<file path="config.mk">
export PLATFORM = sky130hd
export DESIGN_NAME = image_rle_pixel_decoder_flat
export DESIGN_NICKNAME = d
export VERILOG_FILES = /design/src/rtl/irle_pkg.sv /design/src/rtl/irle_in_if.sv /design/src/rtl/irle_out_if.sv /design/src/rtl/image_rle_pixel_decoder.sv /design/src/rtl/irle_ctrl.sv /design/src/rtl/irle_dp.sv /design/src/flat_wrapper.sv
export SDC_FILE = /design/constraint.sdc
export NUM_CORES = 1
export LEC_CHECK = 0
export BUFFER_PORTS_ARGS = -buffer_cell sky130_fd_sc_hd__buf_2
export CAP_MARGIN = 30
export CORE_MARGIN = 1
export CORE_UTILIZATION = 50
export DETAILED_ROUTE_END_ITERATION = 7
export HOLD_SLACK_MARGIN = 0.15
export PLACE_DENSITY = 0.68
export SYNTH_ARGS = -nofsm -noshare
export SYNTH_HDL_FRONTEND = slang
export SYNTH_SLANG_ARGS = --single-unit
</file>
<file path="constraint.sdc">
create_clock -name clk -period 13.4 [get_ports clk]
set_clock_uncertainty 0.2 [all_clocks]
set_input_delay 0 -clock clk [delete_from_list [all_inputs] [get_ports clk]]
set_output_delay 0 -clock clk [all_outputs]
set_load 0.02 [all_outputs]
</file>
<file path="src/rtl/irle_pkg.sv">
// Shared types, codes and pixel unpacking for the run-length pixel decoder.
// Used by every module of the decoder; depends on nothing.
package irle_pkg;

  localparam int CfgIdxW = 1;
  localparam int CfgDataW = 32;
  localparam int FmtW = 3;
  localparam int CountW = 32;
  localparam int PplW = 8;
  localparam int CopyW = 7;

  localparam logic [CfgIdxW-1:0] CFG_PIXEL_FORMAT = 1'b0;
  localparam logic [CfgIdxW-1:0] CFG_TOTAL_PIXELS = 1'b1;

  localparam logic [FmtW-1:0] FMT_BGR24    = 3'd0;
  localparam logic [FmtW-1:0] FMT_BGRA32   = 3'd1;
  localparam logic [FmtW-1:0] FMT_RGB555   = 3'd2;
  localparam logic [FmtW-1:0] FMT_ARGB1555 = 3'd3;
  localparam logic [FmtW-1:0] FMT_GRAY8    = 3'd4;
  localparam logic [FmtW-1:0] FMT_GRAYA    = 3'd5;

  localparam logic [CountW-1:0] TOTAL_RESET = 32'd1;
  // Copies of a run sent for the byte that completes its pixel; the rest wait.
  localparam logic [CopyW-1:0] STEP_COPIES = 7'd64;
  localparam int HdrRunBit = 7;

  typedef struct packed {
    logic [7:0] red;
    logic [7:0] green;
    logic [7:0] blue;
    logic [7:0] alpha;
  } rgba_t;

  typedef struct packed {
    logic clear;       // start of image: drop all decoding state
    logic process;     // decode one byte
    logic use_stored;  // decode the stored byte instead of the port byte
    logic latch;       // store the port byte for later
    logic emit_run;    // send one copy of the current run
    logic emit_held;   // send one held copy of the previous run
  } cmd_t;

  typedef struct packed {
    logic slot_free;
    logic run_start;
    logic run_pending;
    logic run_last;
    logic held_pending;
    logic held_last;
  } sts_t;

  function automatic logic [2:0] bytes_per_pixel(input logic [FmtW-1:0] fmt);
    logic [2:0] n;
    unique case (fmt)
      FMT_BGR24: n = 3'd3;
      FMT_BGRA32: n = 3'd4;
      FMT_RGB555, FMT_ARGB1555, FMT_GRAYA: n = 3'd2;
      default: n = 3'd1;
    endcase
    return n;
  endfunction

  function automatic rgba_t unpack_pixel(input logic [FmtW-1:0] fmt,
                                         input logic [31:0] w);
    rgba_t p;
    unique case (fmt)
      FMT_BGR24, FMT_BGRA32: begin
        p.blue  = w[7:0];
        p.green = w[15:8];
        p.red   = w[23:16];
        p.alpha = (fmt == FMT_BGRA32) ? w[31:24] : 8'hff;
      end
      FMT_RGB555, FMT_ARGB1555: begin
        p.red   = {w[14:10], 3'b000};
        p.green = {w[9:5], 3'b000};
        p.blue  = {w[4:0], 3'b000};
        p.alpha = (fmt == FMT_RGB555 || w[15]) ? 8'hff : 8'h00;
      end
      FMT_GRAYA: begin
        p.red   = w[7:0];
        p.green = w[7:0];
        p.blue  = w[7:0];
        p.alpha = w[15:8];
      end
      default: begin
        p.red   = w[7:0];
        p.green = w[7:0];
        p.blue  = w[7:0];
        p.alpha = 8'hff;
      end
    endcase
    return p;
  endfunction

endpackage

</file>
<file path="src/rtl/irle_in_if.sv">
// Input channel of the decoder: compressed bytes with a start-of-image flag.
// Valid/ready handshake; no dependencies.
interface irle_in_if;
  logic       valid;
  logic       ready;
  logic [7:0] data_byte;
  logic       start_of_image;

  modport source(output valid, output data_byte, output start_of_image, input ready);
  modport sink(input valid, input data_byte, input start_of_image, output ready);
endinterface

</file>
<file path="src/rtl/irle_out_if.sv">
// Result channel of the decoder: one RGBA pixel per beat with run and image marks.
// Valid/ready handshake; no dependencies.
interface irle_out_if;
  logic       valid;
  logic       ready;
  logic [7:0] red;
  logic [7:0] green;
  logic [7:0] blue;
  logic [7:0] alpha;
  logic       last_of_run;
  logic       last_of_image;

  modport source(output valid, output red, output green, output blue, output alpha,
                 output last_of_run, output last_of_image, input ready);
  modport sink(input valid, input red, input green, input blue, input alpha,
               input last_of_run, input last_of_image, output ready);
endinterface

</file>
<file path="src/rtl/image_rle_pixel_decoder.sv">
// Run-length pixel decoder: one compressed byte per beat in, one RGBA pixel per beat out.
// A byte that completes a raw pixel shows its pixel in the cycle after acceptance; a run's
// copies are counted, then sent one per cycle while the output register is free.
// Bytes are taken one per cycle while the output register drains; a run holds input for
// its copies (one a cycle while the output is free); held copies go before the next byte.
// Synchronous active-low reset: format bgr24, one pixel per image, decoding state cleared.
module image_rle_pixel_decoder (
  input  logic                          clk,
  input  logic                          rst_n,
  input  logic                          cfg_we,
  input  logic [irle_pkg::CfgIdxW-1:0]  cfg_index,
  input  logic [irle_pkg::CfgDataW-1:0] cfg_wdata,
  irle_in_if.sink                       in_bus,
  irle_out_if.source                    out_bus
);

  irle_pkg::cmd_t  cmd;
  irle_pkg::sts_t  sts;
  irle_pkg::rgba_t pixel;

  irle_ctrl u_ctrl (
    .clk      (clk),
    .rst_n    (rst_n),
    .in_valid (in_bus.valid),
    .in_sof   (in_bus.start_of_image),
    .in_ready (in_bus.ready),
    .sts      (sts),
    .cmd      (cmd)
  );

  irle_dp u_dp (
    .clk               (clk),
    .rst_n             (rst_n),
    .cfg_we            (cfg_we),
    .cfg_index         (cfg_index),
    .cfg_wdata         (cfg_wdata),
    .in_data_byte      (in_bus.data_byte),
    .cmd               (cmd),
    .sts               (sts),
    .out_ready         (out_bus.ready),
    .out_valid         (out_bus.valid),
    .out_pixel         (pixel),
    .out_last_of_run   (out_bus.last_of_run),
    .out_last_of_image (out_bus.last_of_image)
  );

  assign out_bus.red   = pixel.red;
  assign out_bus.green = pixel.green;
  assign out_bus.blue  = pixel.blue;
  assign out_bus.alpha = pixel.alpha;

  // At most one thing happens to the decoder per cycle.
  a_one_cmd: assert property (@(posedge clk) disable iff (!rst_n)
    $onehot0({cmd.process, cmd.latch, cmd.emit_run, cmd.emit_held}))
    else $error("more than one decoder command in a cycle");

  // Copies are only sent into a free output register.
  a_emit_slot: assert property (@(posedge clk) disable iff (!rst_n)
    (cmd.emit_run || cmd.emit_held) |-> sts.slot_free)
    else $error("copy sent while output register is full");

  // A byte is parked only when held copies must go out first.
  a_latch_held: assert property (@(posedge clk) disable iff (!rst_n)
    cmd.latch |-> (sts.held_pending && !in_bus.start_of_image))
    else $error("byte parked without held copies");

  // No new byte is taken while a run still has copies to send.
  a_ready_run: assert property (@(posedge clk) disable iff (!rst_n)
    in_bus.ready |-> !sts.run_pending)
    else $error("input ready during a run");

endmodule

</file>
<file path="src/rtl/irle_ctrl.sv">
// Sequencer of the decoder: accepts bytes and steps through run and held copies.
// Depends on irle_pkg for the command and status structs.
module irle_ctrl (
  input  logic             clk,
  input  logic             rst_n,
  input  logic             in_valid,
  input  logic             in_sof,
  output logic             in_ready,
  input  irle_pkg::sts_t   sts,
  output irle_pkg::cmd_t   cmd
);

  localparam logic [1:0] ST_IDLE = 2'd0;
  localparam logic [1:0] ST_RUN  = 2'd1;
  localparam logic [1:0] ST_HELD = 2'd2;
  localparam logic [1:0] ST_PROC = 2'd3;

  logic [1:0] state_r;
  logic [1:0] state_nxt;
  logic       accept;

  assign in_ready = (state_r == ST_IDLE) && sts.slot_free;
  assign accept = in_valid && in_ready;

  always_comb begin
    cmd = '0;
    state_nxt = state_r;
    unique case (state_r)
      ST_IDLE: begin
        if (accept) begin
          // Held copies of the previous run go out before this byte is decoded,
          // unless a new image throws them away.
          if (!in_sof && sts.held_pending) begin
            cmd.latch = 1'b1;
            state_nxt = ST_HELD;
          end else begin
            cmd.clear = in_sof;
            cmd.process = 1'b1;
            if (sts.run_start) begin
              state_nxt = ST_RUN;
            end
          end
        end
      end
      ST_RUN: begin
        if (sts.slot_free) begin
          cmd.emit_run = 1'b1;
          if (sts.run_last) begin
            state_nxt = ST_IDLE;
          end
        end
      end
      ST_HELD: begin
        if (sts.slot_free) begin
          cmd.emit_held = 1'b1;
          if (sts.held_last) begin
            state_nxt = ST_PROC;
          end
        end
      end
      ST_PROC: begin
        if (sts.slot_free) begin
          cmd.process = 1'b1;
          cmd.use_stored = 1'b1;
          state_nxt = sts.run_start ? ST_RUN : ST_IDLE;
        end
      end
      default: state_nxt = ST_IDLE;
    endcase
  end

  always_ff @(posedge clk) begin
    if (!rst_n) begin
      state_r <= ST_IDLE;
    end else begin
      state_r <= state_nxt;
    end
  end

endmodule

</file>
<file path="src/rtl/irle_dp.sv">
// Datapath of the decoder: configuration, packet and pixel state, run counters
// and the output register. Depends on irle_pkg.
module irle_dp (
  input  logic                          clk,
  input  logic                          rst_n,
  input  logic                          cfg_we,
  input  logic [irle_pkg::CfgIdxW-1:0]  cfg_index,
  input  logic [irle_pkg::CfgDataW-1:0] cfg_wdata,
  input  logic [7:0]                    in_data_byte,
  input  irle_pkg::cmd_t                cmd,
  output irle_pkg::sts_t                sts,
  input  logic                          out_ready,
  output logic                          out_valid,
  output irle_pkg::rgba_t               out_pixel,
  output logic                          out_last_of_run,
  output logic                          out_last_of_image
);

  logic [irle_pkg::FmtW-1:0]   fmt_r;
  logic [irle_pkg::CountW-1:0] total_r;

  logic                        in_body_r, in_body_cur, in_body_nxt;
  logic                        is_run_r, is_run_cur, is_run_nxt;
  logic [irle_pkg::PplW-1:0]   ppl_r, ppl_cur, ppl_nxt;
  logic [1:0]                  bip_r, bip_cur, bip_nxt;
  logic [31:0]                 pb_r, pb_cur, pb_nxt;
  logic [irle_pkg::CountW-1:0] pd_r, pd_cur, pd_nxt;
  logic                        done_r, done_cur, done_nxt;
  logic [irle_pkg::CopyW-1:0]  held_r, held_nxt;
  logic [irle_pkg::CopyW-1:0]  run_left_r, run_left_nxt;
  irle_pkg::rgba_t             run_pix_r, run_pix_nxt;
  logic [7:0]                  byte_r;

  logic                        out_valid_r, out_valid_nxt;
  irle_pkg::rgba_t             out_pix_r, out_pix_nxt;
  logic                        out_lor_r, out_lor_nxt;
  logic                        out_loi_r, out_loi_nxt;

  logic [7:0]                  b;
  logic                        active;
  logic                        body;
  logic [31:0]                 pb_ins;
  logic [1:0]                  bip_inc;
  logic                        pix_done;
  irle_pkg::rgba_t             px;
  logic [irle_pkg::CountW-1:0] room;
  logic [irle_pkg::PplW-1:0]   m;
  logic [irle_pkg::CopyW-1:0]  now_cnt;
  logic                        emit_raw;
  logic                        run_start;
  logic                        load;
  logic [irle_pkg::CountW-1:0] pd_inc;

  assign sts.slot_free    = !out_valid_r || out_ready;
  assign sts.run_start    = run_start;
  assign sts.run_pending  = (run_left_r != '0);
  assign sts.run_last     = (run_left_r == irle_pkg::CopyW'(1));
  assign sts.held_pending = (held_r != '0);
  assign sts.held_last    = (held_r == irle_pkg::CopyW'(1));

  assign out_valid         = out_valid_r;
  assign out_pixel         = out_pix_r;
  assign out_last_of_run   = out_lor_r;
  assign out_last_of_image = out_loi_r;

  // Start of image acts on the state before this byte is decoded.
  assign in_body_cur = cmd.clear ? 1'b0 : in_body_r;
  assign is_run_cur  = cmd.clear ? 1'b0 : is_run_r;
  assign ppl_cur     = cmd.clear ? '0 : ppl_r;
  assign bip_cur     = cmd.clear ? '0 : bip_r;
  assign pb_cur      = cmd.clear ? '0 : pb_r;
  assign pd_cur      = cmd.clear ? '0 : pd_r;
  assign done_cur    = cmd.clear ? 1'b0 : done_r;

  assign b        = cmd.use_stored ? byte_r : in_data_byte;
  assign active   = cmd.process && !done_cur && (pd_cur < total_r);
  assign body     = active && in_body_cur;
  assign pb_ins   = pb_cur | ({24'h0, b} << {bip_cur, 3'b000});
  assign bip_inc  = bip_cur + 2'd1;
  assign pix_done = body &&
                    ((bip_inc == 2'd0) || ({1'b0, bip_inc} >= irle_pkg::bytes_per_pixel(fmt_r)));
  assign px       = irle_pkg::unpack_pixel(fmt_r, pb_ins);
  assign emit_raw  = pix_done && !is_run_cur;
  assign run_start = pix_done && is_run_cur;

  // Copies of a run are limited by the pixels left in the image.
  assign room    = total_r - pd_cur;
  assign m       = (room < irle_pkg::CountW'(ppl_cur)) ? room[irle_pkg::PplW-1:0] : ppl_cur;
  assign now_cnt = (m > irle_pkg::PplW'(irle_pkg::STEP_COPIES)) ?
                   irle_pkg::STEP_COPIES : m[irle_pkg::CopyW-1:0];

  assign load   = emit_raw || cmd.emit_run || cmd.emit_held;
  assign pd_inc = (emit_raw ? pd_cur : pd_r) + irle_pkg::CountW'(1);

  always_comb begin
    in_body_nxt  = in_body_cur;
    is_run_nxt   = is_run_cur;
    ppl_nxt      = ppl_cur;
    bip_nxt      = bip_cur;
    pb_nxt       = pb_cur;
    pd_nxt       = pd_cur;
    done_nxt     = done_cur;
    held_nxt     = cmd.clear ? '0 : held_r;
    run_left_nxt = run_left_r;
    run_pix_nxt  = run_pix_r;

    if (active && !in_body_cur) begin
      is_run_nxt  = b[irle_pkg::HdrRunBit];
      ppl_nxt     = {1'b0, b[6:0]} + irle_pkg::PplW'(1);
      in_body_nxt = 1'b1;
      bip_nxt     = '0;
      pb_nxt      = '0;
    end else if (body) begin
      if (pix_done) begin
        bip_nxt = '0;
        pb_nxt  = '0;
        if (is_run_cur) begin
          run_pix_nxt  = px;
          run_left_nxt = now_cnt;
          held_nxt     = m[irle_pkg::CopyW-1:0] - now_cnt;
          ppl_nxt      = '0;
          in_body_nxt  = 1'b0;
        end else begin
          ppl_nxt = ppl_cur - irle_pkg::PplW'(1);
          if (ppl_cur == irle_pkg::PplW'(1)) begin
            in_body_nxt = 1'b0;
          end
        end
      end else begin
        bip_nxt = bip_inc;
        pb_nxt  = pb_ins;
      end
    end

    if (cmd.emit_run) begin
      run_left_nxt = run_left_r - irle_pkg::CopyW'(1);
    end
    if (cmd.emit_held) begin
      held_nxt = held_r - irle_pkg::CopyW'(1);
    end
    if (load) begin
      pd_nxt = pd_inc;
      if (pd_inc >= total_r) begin
        done_nxt = 1'b1;
      end
    end
  end

  always_comb begin
    out_pix_nxt   = out_pix_r;
    out_lor_nxt   = out_lor_r;
    out_loi_nxt   = out_loi_r;
    out_valid_nxt = out_ready ? 1'b0 : out_valid_r;
    if (load) begin
      out_valid_nxt = 1'b1;
      out_pix_nxt   = emit_raw ? px : run_pix_r;
      out_loi_nxt   = (pd_inc >= total_r);
      priority if (emit_raw) begin
        out_lor_nxt = 1'b1;
      end else if (cmd.emit_run) begin
        out_lor_nxt = (run_left_r == irle_pkg::CopyW'(1)) && (held_r == '0);
      end else begin
        out_lor_nxt = (held_r == irle_pkg::CopyW'(1));
      end
    end
  end

  always_ff @(posedge clk) begin
    if (!rst_n) begin
      fmt_r       <= irle_pkg::FMT_BGR24;
      total_r     <= irle_pkg::TOTAL_RESET;
      in_body_r   <= 1'b0;
      is_run_r    <= 1'b0;
      ppl_r       <= '0;
      bip_r       <= '0;
      pb_r        <= '0;
      pd_r        <= '0;
      done_r      <= 1'b0;
      held_r      <= '0;
      run_left_r  <= '0;
      out_valid_r <= 1'b0;
    end else begin
      if (cfg_we) begin
        unique case (cfg_index)
          irle_pkg::CFG_PIXEL_FORMAT: fmt_r <= cfg_wdata[irle_pkg::FmtW-1:0];
          irle_pkg::CFG_TOTAL_PIXELS: total_r <= cfg_wdata[irle_pkg::CountW-1:0];
          default: ;
        endcase
      end
      in_body_r   <= in_body_nxt;
      is_run_r    <= is_run_nxt;
      ppl_r       <= ppl_nxt;
      bip_r       <= bip_nxt;
      pb_r        <= pb_nxt;
      pd_r        <= pd_nxt;
      done_r      <= done_nxt;
      held_r      <= held_nxt;
      run_left_r  <= run_left_nxt;
      out_valid_r <= out_valid_nxt;
    end
  end

  always_ff @(posedge clk) begin
    run_pix_r <= run_pix_nxt;
    out_pix_r <= out_pix_nxt;
    out_lor_r <= out_lor_nxt;
    out_loi_r <= out_loi_nxt;
    if (cmd.latch) begin
      byte_r <= in_data_byte;
    end
  end

endmodule
</file>
<file path="src/flat_wrapper.sv">
// flat-port wrapper written by rule: the top's interface ports become plain ports
module image_rle_pixel_decoder_flat 
  (clk, rst_n, cfg_we, cfg_index, cfg_wdata, in_bus_valid, in_bus_data_byte, in_bus_start_of_image, in_bus_ready, out_bus_valid, out_bus_red, out_bus_green, out_bus_blue, out_bus_alpha, out_bus_last_of_run, out_bus_last_of_image, out_bus_ready);
  irle_in_if in_bus_i ();
  irle_out_if out_bus_i ();
  input  logic clk;
  input  logic rst_n;
  input  logic cfg_we;
  input  logic [irle_pkg::CfgIdxW-1:0] cfg_index;
  input  logic [irle_pkg::CfgDataW-1:0] cfg_wdata;
  input wire logic [$bits(in_bus_i.valid)-1:0] in_bus_valid;
  input wire logic [$bits(in_bus_i.data_byte)-1:0] in_bus_data_byte;
  input wire logic [$bits(in_bus_i.start_of_image)-1:0] in_bus_start_of_image;
  output wire logic [$bits(in_bus_i.ready)-1:0] in_bus_ready;
  output wire logic [$bits(out_bus_i.valid)-1:0] out_bus_valid;
  output wire logic [$bits(out_bus_i.red)-1:0] out_bus_red;
  output wire logic [$bits(out_bus_i.green)-1:0] out_bus_green;
  output wire logic [$bits(out_bus_i.blue)-1:0] out_bus_blue;
  output wire logic [$bits(out_bus_i.alpha)-1:0] out_bus_alpha;
  output wire logic [$bits(out_bus_i.last_of_run)-1:0] out_bus_last_of_run;
  output wire logic [$bits(out_bus_i.last_of_image)-1:0] out_bus_last_of_image;
  input wire logic [$bits(out_bus_i.ready)-1:0] out_bus_ready;
  assign in_bus_i.valid = in_bus_valid;
  assign in_bus_i.data_byte = in_bus_data_byte;
  assign in_bus_i.start_of_image = in_bus_start_of_image;
  assign in_bus_ready = in_bus_i.ready;
  assign out_bus_valid = out_bus_i.valid;
  assign out_bus_red = out_bus_i.red;
  assign out_bus_green = out_bus_i.green;
  assign out_bus_blue = out_bus_i.blue;
  assign out_bus_alpha = out_bus_i.alpha;
  assign out_bus_last_of_run = out_bus_i.last_of_run;
  assign out_bus_last_of_image = out_bus_i.last_of_image;
  assign out_bus_i.ready = out_bus_ready;
  image_rle_pixel_decoder u_core (.clk(clk), .rst_n(rst_n), .cfg_we(cfg_we), .cfg_index(cfg_index), .cfg_wdata(cfg_wdata), .in_bus(in_bus_i), .out_bus(out_bus_i));
endmodule
</file>
* Yosys cells after proc, flatten, opt, wreduce, memory -nomap -nowiden
Index checks and enable logic that the tools add are counted.
** Word-level totals
- Flip-flop bits (word level) :: 203
- Bits of input ports :: 47
- Output and inout port bits :: 36
- Logic and storage cells :: 168
** Operators by class
- $add $sub $neg :: 8
- Order comparisons :: 5
- Eq/ne operators :: 18
- Shifts and indexed selects :: 1
- Muxes and demuxes :: 69
- Bitwise operators :: 4
- Reduce and logical (&&, ||, !) cells :: 39
** Operators by type and width (count)
- $mux 32 :: 7
- $pmux 32 s3 :: 1
- $mux 7 :: 12
- $mux 8 :: 9
- $add 32x1->32 const B :: 1
- $ge 32x32->1 :: 1
- $lt 32x32->1 :: 1
- $lt 32x8->1 :: 1
- $or 32x32->32 :: 1
- $shl 8x5->32 :: 1
- $sub 32x32->32 :: 1
- $mux 2 :: 14
- $mux 1 :: 23
- $eq 7x1->1 const B :: 2
- $sub 7x1->7 const B :: 2
- $logic_and 1x1->1 :: 11
- $ne 2x2->1 const B :: 5
- $pmux 3 s3 :: 1
- $add 7x1->8 const B :: 1
- $eq 8x1->1 const B :: 1
- $gt 8x7->1 const B :: 1
- $pmux 2 s4 :: 1
- $reduce_and 4->1 :: 2
- $reduce_bool 2->1 :: 4
- 23 further kinds :: 40

* Longest topological paths before layout
Gate-level depths: netlist (run 1).
- Word-level depth :: 18
- Mapped depth :: 34
- Depth with buffers taken out :: 26

* Cells and area by module
A second synthesis (run 1) with hierarchy kept.
** Second synthesis, totals
- Cells, all modules :: 1597
- Area total of the unflattened synthesis :: 13357.8 µm²
** Modules (own cells, without submodules)
- irle_dp :: times used 1, cells each 1561, area each 13071.3 µm², sequential area each 4764.6 µm²
- irle_ctrl :: times used 1, cells each 36, area each 286.5 µm², sequential area each 40.0 µm²

* Least setup slack after synthesis (run 1)
No wires, ideal clock.
- Path kind :: reg-to-reg
- Start :: register u_core.u_dp.out_valid_r (netlist: u_core.u_dp.out_valid)
- End :: register u_core.u_dp.held_r[4] (netlist name)
- Setup time :: 0.120 ns
- Arrival :: 7.649 ns
- Required time :: 13.080 ns
- Setup slack :: 5.432 ns
- Stages on the path, launching flop included :: 34
- Path buffers :: 8
- Period minus slack after synthesis :: 7.968 ns
- Cell sequence :: dfxtp_1 nand2b_1 clkbuf_1 nand4_1 clkbuf_1 clkbuf_1 buf_1 clkbuf_1 buf_1 clkbuf_1 and2_1 ha_1 fa_1 nor2b_4 o31a_4 a21boi_0 xnor2_1 ha_1 a21o_1 a22oi_1 o2111ai_1 or4_1 nor4b_1 nand4_1 nor2_2 nand2_1 mux2i_1 nand2_1 ha_1 clkbuf_1 or4_1 o31ai_1 a2111oi_0 o31a_1
** On the way
- Word-level cells in the longest chain between the ends :: 18
- Elaborated cells between the ends (all ways) :: 40
- Those cells by class :: add/sub (3); order compare (4); mux (20); reduce/logical (13)
** RTL lines
- from (decl) :: line irle_dp.sv:34 : logic out_valid_r, out_valid_nxt;
- from (signal assigned) :: line irle_dp.sv:199 : out_valid_r <= out_valid_nxt;
- $logic_not 1->1 (*) :: line irle_dp.sv:54 : assign sts.slot_free = !out_valid_r || out_ready;
- $logic_or 1x1->1 (*) :: line irle_dp.sv:54
- $logic_and 1x1->1 :: line irle_ctrl.sv:22 : assign in_ready = (state_r == ST_IDLE) && sts.slot_free;
- $logic_and 1x1->1 :: line irle_ctrl.sv:23 : assign accept = in_valid && in_ready;
- $mux 2 :: line irle_ctrl.sv:30 : if (accept) begin
- $mux 1 :: line irle_ctrl.sv:28 : unique case (state_r)
- $mux 32 :: line irle_dp.sv:72 : assign pd_cur = cmd.clear ? '0 : pd_r;
- $sub 32x32->32 :: line irle_dp.sv:87 : assign room = total_r - pd_cur;
- [2 not listed]
- $gt 8x7->1 :: line irle_dp.sv:89 : assign now_cnt = (m > irle_pkg::PplW'(irle_pkg::STEP_COPIES)) ?
- $mux 7 :: line irle_dp.sv:89
- $sub 7x7->7 :: line irle_dp.sv:120 : held_nxt = m[irle_pkg::CopyW-1:0] - now_cnt;
- $mux 7 :: line irle_dp.sv:117 : if (is_run_cur) begin
- $mux 7 :: line irle_dp.sv:114 : if (pix_done) begin
- $mux 7 :: line irle_dp.sv:113 : end else if (body) begin
- $mux 7 :: line irle_dp.sv:107 : if (active && !in_body_cur) begin
- $mux 7 (*) :: line irle_dp.sv:138 : if (cmd.emit_held) begin
- to (signal assigned) :: line irle_dp.sv:197 : held_r <= held_nxt;
- to (decl) :: line irle_dp.sv:29 : logic [irle_pkg::CopyW-1:0] held_r, held_nxt;
Mark *: on every way between the ends. The rest lies on a longest branch, timed or not.
A chain may end at the register's enable or synchronous reset.

* Worst setup path in the final report (run 1)
- Start :: register u_core.u_ctrl.state_r[0]
- End :: register u_core.u_dp.held_r[4] (netlist name)
** On the way
- Word-level cells in the longest chain between the ends :: 17
- Elaborated cells between the ends (all ways) :: 39
- Those cells by class :: add/sub (3); order compare (4); eq/ne (2); mux (18); reduce/logical (12)
** RTL lines
- from (decl) :: line irle_ctrl.sv:18 : logic [1:0] state_r;
- from (signal assigned) :: line irle_ctrl.sv:76 : state_r <= state_nxt;
- $logic_not 2->1 :: line irle_ctrl.sv:22, irle_ctrl.sv:28
- $logic_and 1x1->1 :: line irle_ctrl.sv:22
- $logic_and 1x1->1 :: line irle_ctrl.sv:23
- $mux 2 :: line irle_ctrl.sv:30
- $mux 1 :: line irle_ctrl.sv:28
- $mux 32 :: line irle_dp.sv:72
- $sub 32x32->32 :: line irle_dp.sv:87
- $lt 32x8->1 :: line irle_dp.sv:88 : assign m = (room < irle_pkg::CountW'(ppl_cur)) ? room[irle_pkg::PplW-1:0] : ppl_cur;
- $mux 8 :: line irle_dp.sv:88
- $gt 8x7->1 :: line irle_dp.sv:89
- $mux 7 :: line irle_dp.sv:89
- $sub 7x7->7 :: line irle_dp.sv:120
- $mux 7 :: line irle_dp.sv:117
- $mux 7 :: line irle_dp.sv:114
- $mux 7 :: line irle_dp.sv:113
- $mux 7 :: line irle_dp.sv:107
- $mux 7 (*) :: line irle_dp.sv:138
Marked as above.

==> results of run 1 <==
critical path: cells and delay by family (launching register included):
family	cells	cell delay, ps
simple gates	10	2740
fa+ha+maj	5	1550
compound gates	8	1120
buf+inv	3	960
xor+xnor	1	540
mux	1	390
flops	1	340
flip-flops by register name, indices dropped and copies added (netlist names):
name / cells
u_core.u_dp.is_run_r: 1
u_core.u_dp.out_last_of_run: 1
u_core.u_dp.fmt_r: 3
u_core.u_dp.pd_r: 32
u_core.u_dp.pb_r: 32
u_core.u_dp.bip_r: 2
u_core.u_dp.run_pix_r: 32
u_core.u_dp.ppl_r: 8
u_core.u_dp.out_pixel: 32
u_core.u_dp.byte_r: 8
u_core.u_dp.held_r: 7
u_core.u_dp.done_r: 1
u_core.u_dp.in_body_r: 1
u_core.u_dp.run_left_r: 7
u_core.u_dp.out_last_of_image: 1
u_core.u_dp.total_r: 32
u_core.u_dp.out_valid: 1
u_core.u_ctrl.state_r: 2
cell usage in the layout (no fill, tap or decap), drive strengths merged, types with 22 or more instances in the layout:
cell	netlist	layout
clkbuf	56	30
o21ai	88	88
inv	64	64
nand3	42	42
nand4	25	25
nand2	204	204
a21oi	118	118
buf	20	95
nor3	43	43
mux2	45	45
xor2	31	31
a31oi	22	22
dfxtp	129	129
a211oi	46	46
ha	88	88
a22oi	24	24
nor2	145	145
edfxtp	74	74
xnor2	23	23
dlygate4sd3	0	153
routing by layer:
layer | track usage, % | share of wire [%] | routed length [µm] | vias to the layer above
met5 | 0 | 0 | 0 | -
li1 | - | - | - | 6083
met1 | 37.37 | 43 | 16700 | 5990
met3 | 3.440 | 6.0 | 2321 | 85
met2 | 50.55 | 48 | 18750 | 438
met4 | 8.215 | 2.7 | 1036 | 0
cell families after synthesis:
group           count (synthesis)  share of synthesized area (%)
mux                            54                          4.515
xor+xnor                       54                          3.578
buf+inv                       141                          4.544
simple gates                  572                          20.15
fa+ha+maj                      89                          8.482
compound gates                435                          22.35
flops                         203                          36.35
other cells                     1                        0.02837
power breakdown:
group	switching, W	total [W]	internal (W)
Clock	0.000276	0.000675	0.000398
Combinational	0.00119	0.00190	0.000708
Sequential	0.0000923	0.000879	0.000787
Total	0.00156	0.00345	0.00189
path summary, 6_finish.rpt:
check                                                             from                                      to  slack [ps]  depth (start not counted)
worst min register to register  u_core.u_dp.run_left_r[6]$_SDFFE_PN0P_  u_core.u_dp.run_left_r[6]$_SDFFE_PN0P_         270                          1
worst min-delay path                                             rst_n        u_core.u_dp.held_r[4]$_SDFF_PN0_         220                          3
worst max-delay path             u_core.u_ctrl.state_r[0]$_SDFFE_PN0P_        u_core.u_dp.held_r[4]$_SDFF_PN0_        5420                         28
worst max register to register   u_core.u_ctrl.state_r[0]$_SDFFE_PN0P_        u_core.u_dp.held_r[4]$_SDFF_PN0_        5420                         28
timing repair:
action | 4_1_cts | 5_1_grt
hold buffers | 153 | 0
hold endpoints to repair | 140 | 0
setup endpoints to repair | 0 | 0
stage by stage:
stage               hold WS [ps]  total power (W)  cells  instance area, µm²
finish                     218.1         0.003452   2098               16120
global placement          -8.778         0.002681   1901               13780
CTS                        209.0         0.003418   2098               16120
floorplan                 -101.1         0.002278   1549               13220
global route               244.9         0.003700   2098               16120
detailed placement        -7.684         0.002703   1902               13780
layout make-up:
| class | instances | area (µm²) | share of cell area, % |
|---|---|---|---|
| Sequential cell | 203 | 4805 | 29.81 |
| Tap cell | 335 | 419.2 | 2.601 |
| Clock buffer | 30 | 643.1 | 3.991 |
| Inverter | 64 | 240.2 | 1.491 |
| Timing Repair Buffer | 248 | 2037 | 12.64 |
| Multi-Input combinational cell | 1205 | 7814 | 48.49 |
| Clock inverter | 13 | 157.7 | 0.9783 |
==> results.yml, run 1 <==
critical_path:
  start_kind: "register"
  cp-end-kind: "register"
  worst_path_most_repeated_cell: "ha_1"
  slowest_stage: "dlygate4sd3_1"
  cp_data_required_time_ps: 13630
  crit_type: "reg -> reg"
  slowest_delay_ps: 590
  crit_path_max_fanout: 29
  cp_data_arrival_time_ps: 8210
global_route:
  grt_pass1_vias: 12296
  grt_start_max_net_pins: 78
  grt_overflow: 0
  grt_use_total_pct: 28.95
  grt_pass1_wl_um: 63170
  antenna_found_initial: 0
floorplan:
  die_h_um: 164.6
  start_util_pct: 50.87
  dieArea_um2: 27090
  num_io_pins: 83
  dieWidth_um: 164.6
  fp.coreArea_um2: 25980
  rows: 59
synthesis:
  synthCells: 1549
  synth_area_leader_cell: "dfxtp_1"
  yosys_register_bits: 203
  synth_area_leaders: "dfxtp_1 (20%), edfxtp_1 (17%), ha_1 (8.3%), nand2_1 (5.8%), a21oi_1 (4.3%)"
  mappedNetlistArea_um2: 13220
  synth_warnings: 0
  ys.flop_type: "dfxtp_1"
  synthArstFlopShare_pct: 0
  synth_top_cell_area_share_pct: 19.54
  avgSynthCellArea_um2: 8.533
  yosysMostFrequentCell: "nand2_1"
  ys_types: 95
  synth_common_cells: "nand2_1 (204), nor2_1 (141), dfxtp_1 (129)"
  synth_edf_count: 74
  ys_seq_area_share_pct: 36.35
  syn_nets: 1685
layout:
  diodes: 0
  nFillCells: 2206
  fin_util_pct: 62.02
  area.growth.synth_to_final_pct: 21.92
  drive_gt1_share_pct: 12.08
  final_nets: 1882
timing:
  fin_crit_sh_pct: 59.57
  slew_headroom_pct: 35.88
  rsz0062_at_grt: "false"
  slew_viol_final: 0
  fin_crit_ps: 7982
  fmax_ghz: 0.1253
  hold_violations: 0
  finalSetupTns_ps: 0
  setup_slack_ps: 5418
  setup_viol: 0
  max_slew.worst_pin.slew_ps: 958.9
power_and_ir_drop:
  power.leakage_nw: 6.319
  powerDensity_nw_per_um2: 214.2
  ir_drop_uv: 219.0
detailed_routing:
  drcViolationCount: 0
  vias: 12596
  vias_per_cell: 6.004
  drtAntennaViolNets: 0
  drt_iter0_drc: 917
  drtPass1Iterations: 5
  wl_um: 38810
  routedWlPerCell_um: 18.50
clock_network:
  root_buffer: "clkbuf_16"
  cts_tree: "done"
  clk_pin_slew_worst_paths_ps: 60
  cts-buffers-inserted: 24
  ctsResizeCount: 0
  cts.path.max_buffers: 3
  cts.sinks: 203
  post_cts_buffers: 0
  h-tree-depth: 1
  clkLatencyLatePin_ps: 540
job:
  drv_cap: 0
placed_design:
  pre_cts_slack_ps: 6204
  dpl.hpwl_um: 25990
  place.port_buffers: 82
  place.gp.congestion: 0.9459
min_path:
  holdCritPathClass: "in -> reg"
run_status:
  status: "finished clean"
Power figures use the tool's default switching activity.
==> inputs of run 2 (changes only) <==
==> constraint.sdc (replaced) <==
create_clock -name clk -period 8.3 [get_ports clk]
set_clock_uncertainty 0.2 [all_clocks]
set_input_delay 0 -clock clk [delete_from_list [all_inputs] [get_ports clk]]
set_output_delay 0 -clock clk [all_outputs]
set_load 0.02 [all_outputs]
==> run 2 against run 1 <==
Maximum frequency increased by 4.6%. Critical path depth unchanged. Die area unchanged. Utilization shrank 0.38 points. Hold slack got worse by 19 ps. Non-clock buffer count down 22. Sequential power is 62% higher. Cell count decreased by 1.1%. Highest routed layer unchanged.
==> results.yml, run 2 (synthesized netlist as in run 1, its figures left out) <==
detailed_routing:
  wl_um: 38610
  routedWlPerCell_um: 18.62
  drtPass1Iterations: 7
  drt_iter0_drc: 1074
  drcViolationCount: 0
  vias_per_cell: 6.015
  drtAntennaViolNets: 0
  vias: 12476
global_route:
  grt_start_max_net_pins: 85
  grt_overflow: 0
  grt_use_total_pct: 28.45
  antenna_found_initial: 0
  grt_pass1_vias: 12073
  grt_pass1_wl_um: 61890
timing:
  finalSetupTns_ps: 0
  rsz0062_at_grt: "false"
  fmax_ghz: 0.1310
  fin_crit_sh_pct: 91.97
  slew_headroom_pct: 33.71
  max_slew.worst_pin.slew_ps: 994.4
  setup_viol: 0
  slew_viol_final: 0
  hold_violations: 0
  fin_crit_ps: 7634
  setup_slack_ps: 666.2
placed_design:
  dpl-instance-area_um2: 13810
  dpl.hpwl_um: 26170
  place.port_buffers: 82
  place.gp.congestion: 0.9372
  pre_cts_slack_ps: 1074
critical_path:
  ff2ff_setup_slack_ps: 670
  crit_type: "reg -> reg"
  cp_data_required_time_ps: 8520
  slowest_delay_ps: 600
  slowest_stage: "dlygate4sd3_1"
  path_depth: 28
  worst_path_dominant_cell_family: "simple AND/OR/NAND/NOR gates"
  reg2reg_depth: 28
  cp-end-kind: "register"
  cp.buffers_inverters: 3
  worstSetupEndpoint: "u_core.u_dp.held_r[4]$_SDFF_PN0_"
  r2r-start: "u_core.u_ctrl.state_r[0]$_SDFFE_PN0P_"
  start_kind: "register"
  cp_data_arrival_time_ps: 7860
  cp-startpoint: "u_core.u_ctrl.state_r[0]$_SDFFE_PN0P_"
  r2r-end: "u_core.u_dp.held_r[4]$_SDFF_PN0_"
  worst_path_most_repeated_cell: "ha_1"
  crit_path_max_fanout: 19
power_and_ir_drop:
  ir_drop_uv: 385.3
  power.leakage_nw: 6.329
  power.share.switching_pct: 43.88
  powerDensity_nw_per_um2: 357.9
  p_switching_w: 0.002515
  power.share.clock_pct: 21.7
  intPower_w: 0.003217
  pwr-share-comb_pct: 53.5
  p_seq_share_pct: 24.8
layout:
  seq_area_um2: 4805
  final_nets: 1859
  drive_gt1_share_pct: 12.65
  fin_area_um2: 16020
  mostFrequentLayoutCell: "nand2_1"
  fin_util_pct: 61.64
  multi_input_area_um2: 7821
  area.growth.synth_to_final_pct: 21.18
  final_cell_mix: "nand2_1 (204), nor2_1 (141), dfxtp_1 (129)"
  nFillCells: 2264
  diodes: 0
job:
  drv_cap: 0
floorplan:
  die_h_um: 164.6
  dieArea_um2: 27090
  num_io_pins: 83
  start_util_pct: 50.87
  fp.coreArea_um2: 25980
  rows: 59
  dieWidth_um: 164.6
run_status:
  status: "finished clean"
clock_network:
  root_buffer: "clkbuf_16"
  post_cts_buffers: 0
  h-tree-depth: 1
  clk_pin_slew_worst_paths_ps: 60
  cts-buffers-inserted: 23
  cts.sinks: 203
  clkLatencyLatePin_ps: 550
  cts.path.max_buffers: 3
  cts_tree: "done"
min_path:
  holdCritPathClass: "in -> reg"
  hold_depth: 3
-- run 2: how the worst min path moves through the flow --
stage | endpoint | slack (ps) | startpoint
detailed placement | u_core.u_dp.byte_r[3]$_DFFE_PP_ | -9 | in_bus_data_byte[3]
global route | u_core.u_dp.total_r[0]$_SDFFE_PN1P_ | 220 | rst_n
global placement | u_core.u_dp.byte_r[7]$_DFFE_PP_ | -8 | in_bus_data_byte[7]
finish | u_core.u_dp.total_r[0]$_SDFFE_PN1P_ | 200 | rst_n
floorplan | u_core.u_dp.byte_r[0]$_DFFE_PP_ | -100 | in_bus_data_byte[0]
CTS | u_core.u_dp.total_r[0]$_SDFFE_PN1P_ | 190 | rst_n
-- run 2: power groups by stage --
| stage | clock, W | combinational, W | sequential, W |
|---|---|---|---|
| 6_report | 0.00124 | 0.00307 | 0.00142 |
| 5_1_grt | 0.00130 | 0.00338 | 0.00145 |
| 2_1_floorplan | 0 | 0.00221 | 0.00147 |
| 3_3_place_gp | 0 | 0.00290 | 0.00143 |
| 3_5_place_dp | 0 | 0.00294 | 0.00143 |
| 4_1_cts | 0.00126 | 0.00300 | 0.00142 |
-- run 2: cell type report --
class | count | share of cell area (%)
Tap cell | 335 | 2.617
Clock inverter | 17 | 2.078
Clock buffer | 24 | 3.679
Sequential cell | 203 | 30.00
Inverter | 64 | 1.500
Timing Repair Buffer | 226 | 11.30
Multi-Input combinational cell | 1205 | 48.83
-- run 2: worst register-to-register path: cells and delay by family, from the launching register on --
kind	cells	cell delay (ps)
and+or+nand+nor	10	2660
AOI/OAI and AO/OA	8	1160
DFF	1	340
xor gates and xnor gates	1	350
adders and majority gates	5	1510
muxes	1	380
buffers and inverters	3	930
-- run 2: through the flow --
step | total power, W | std cells | hold WS (ps)
3_5_place_dp | 0.004371 | 1905 | -8.812
2_1_floorplan | 0.003677 | 1549 | -101.1
6_report | 0.005732 | 2074 | 199.4
5_1_grt | 0.006131 | 2074 | 221.8
3_3_place_gp | 0.004333 | 1904 | -7.928
4_1_cts | 0.005679 | 2074 | 191.1
-- run 2: what timing repair did --
action / CTS / global route
hold buffers: 128 / 0
endpoints found under the hold margin: 140 / 0
resized for setup: 0 / 1
endpoints found under the setup margin: 0 / 1
-- run 2: layer usage --
layer	global-route usage, %	vias to the layer above	wire, µm	part of all wire (%)
met1	37.59	5927	17250	45
met3	3.064	87	1970	5.1
met2	48.32	436	18220	47
met4	9.341	0	1164	3.0
met5	0	-	0	0
li1	-	6026	-	-
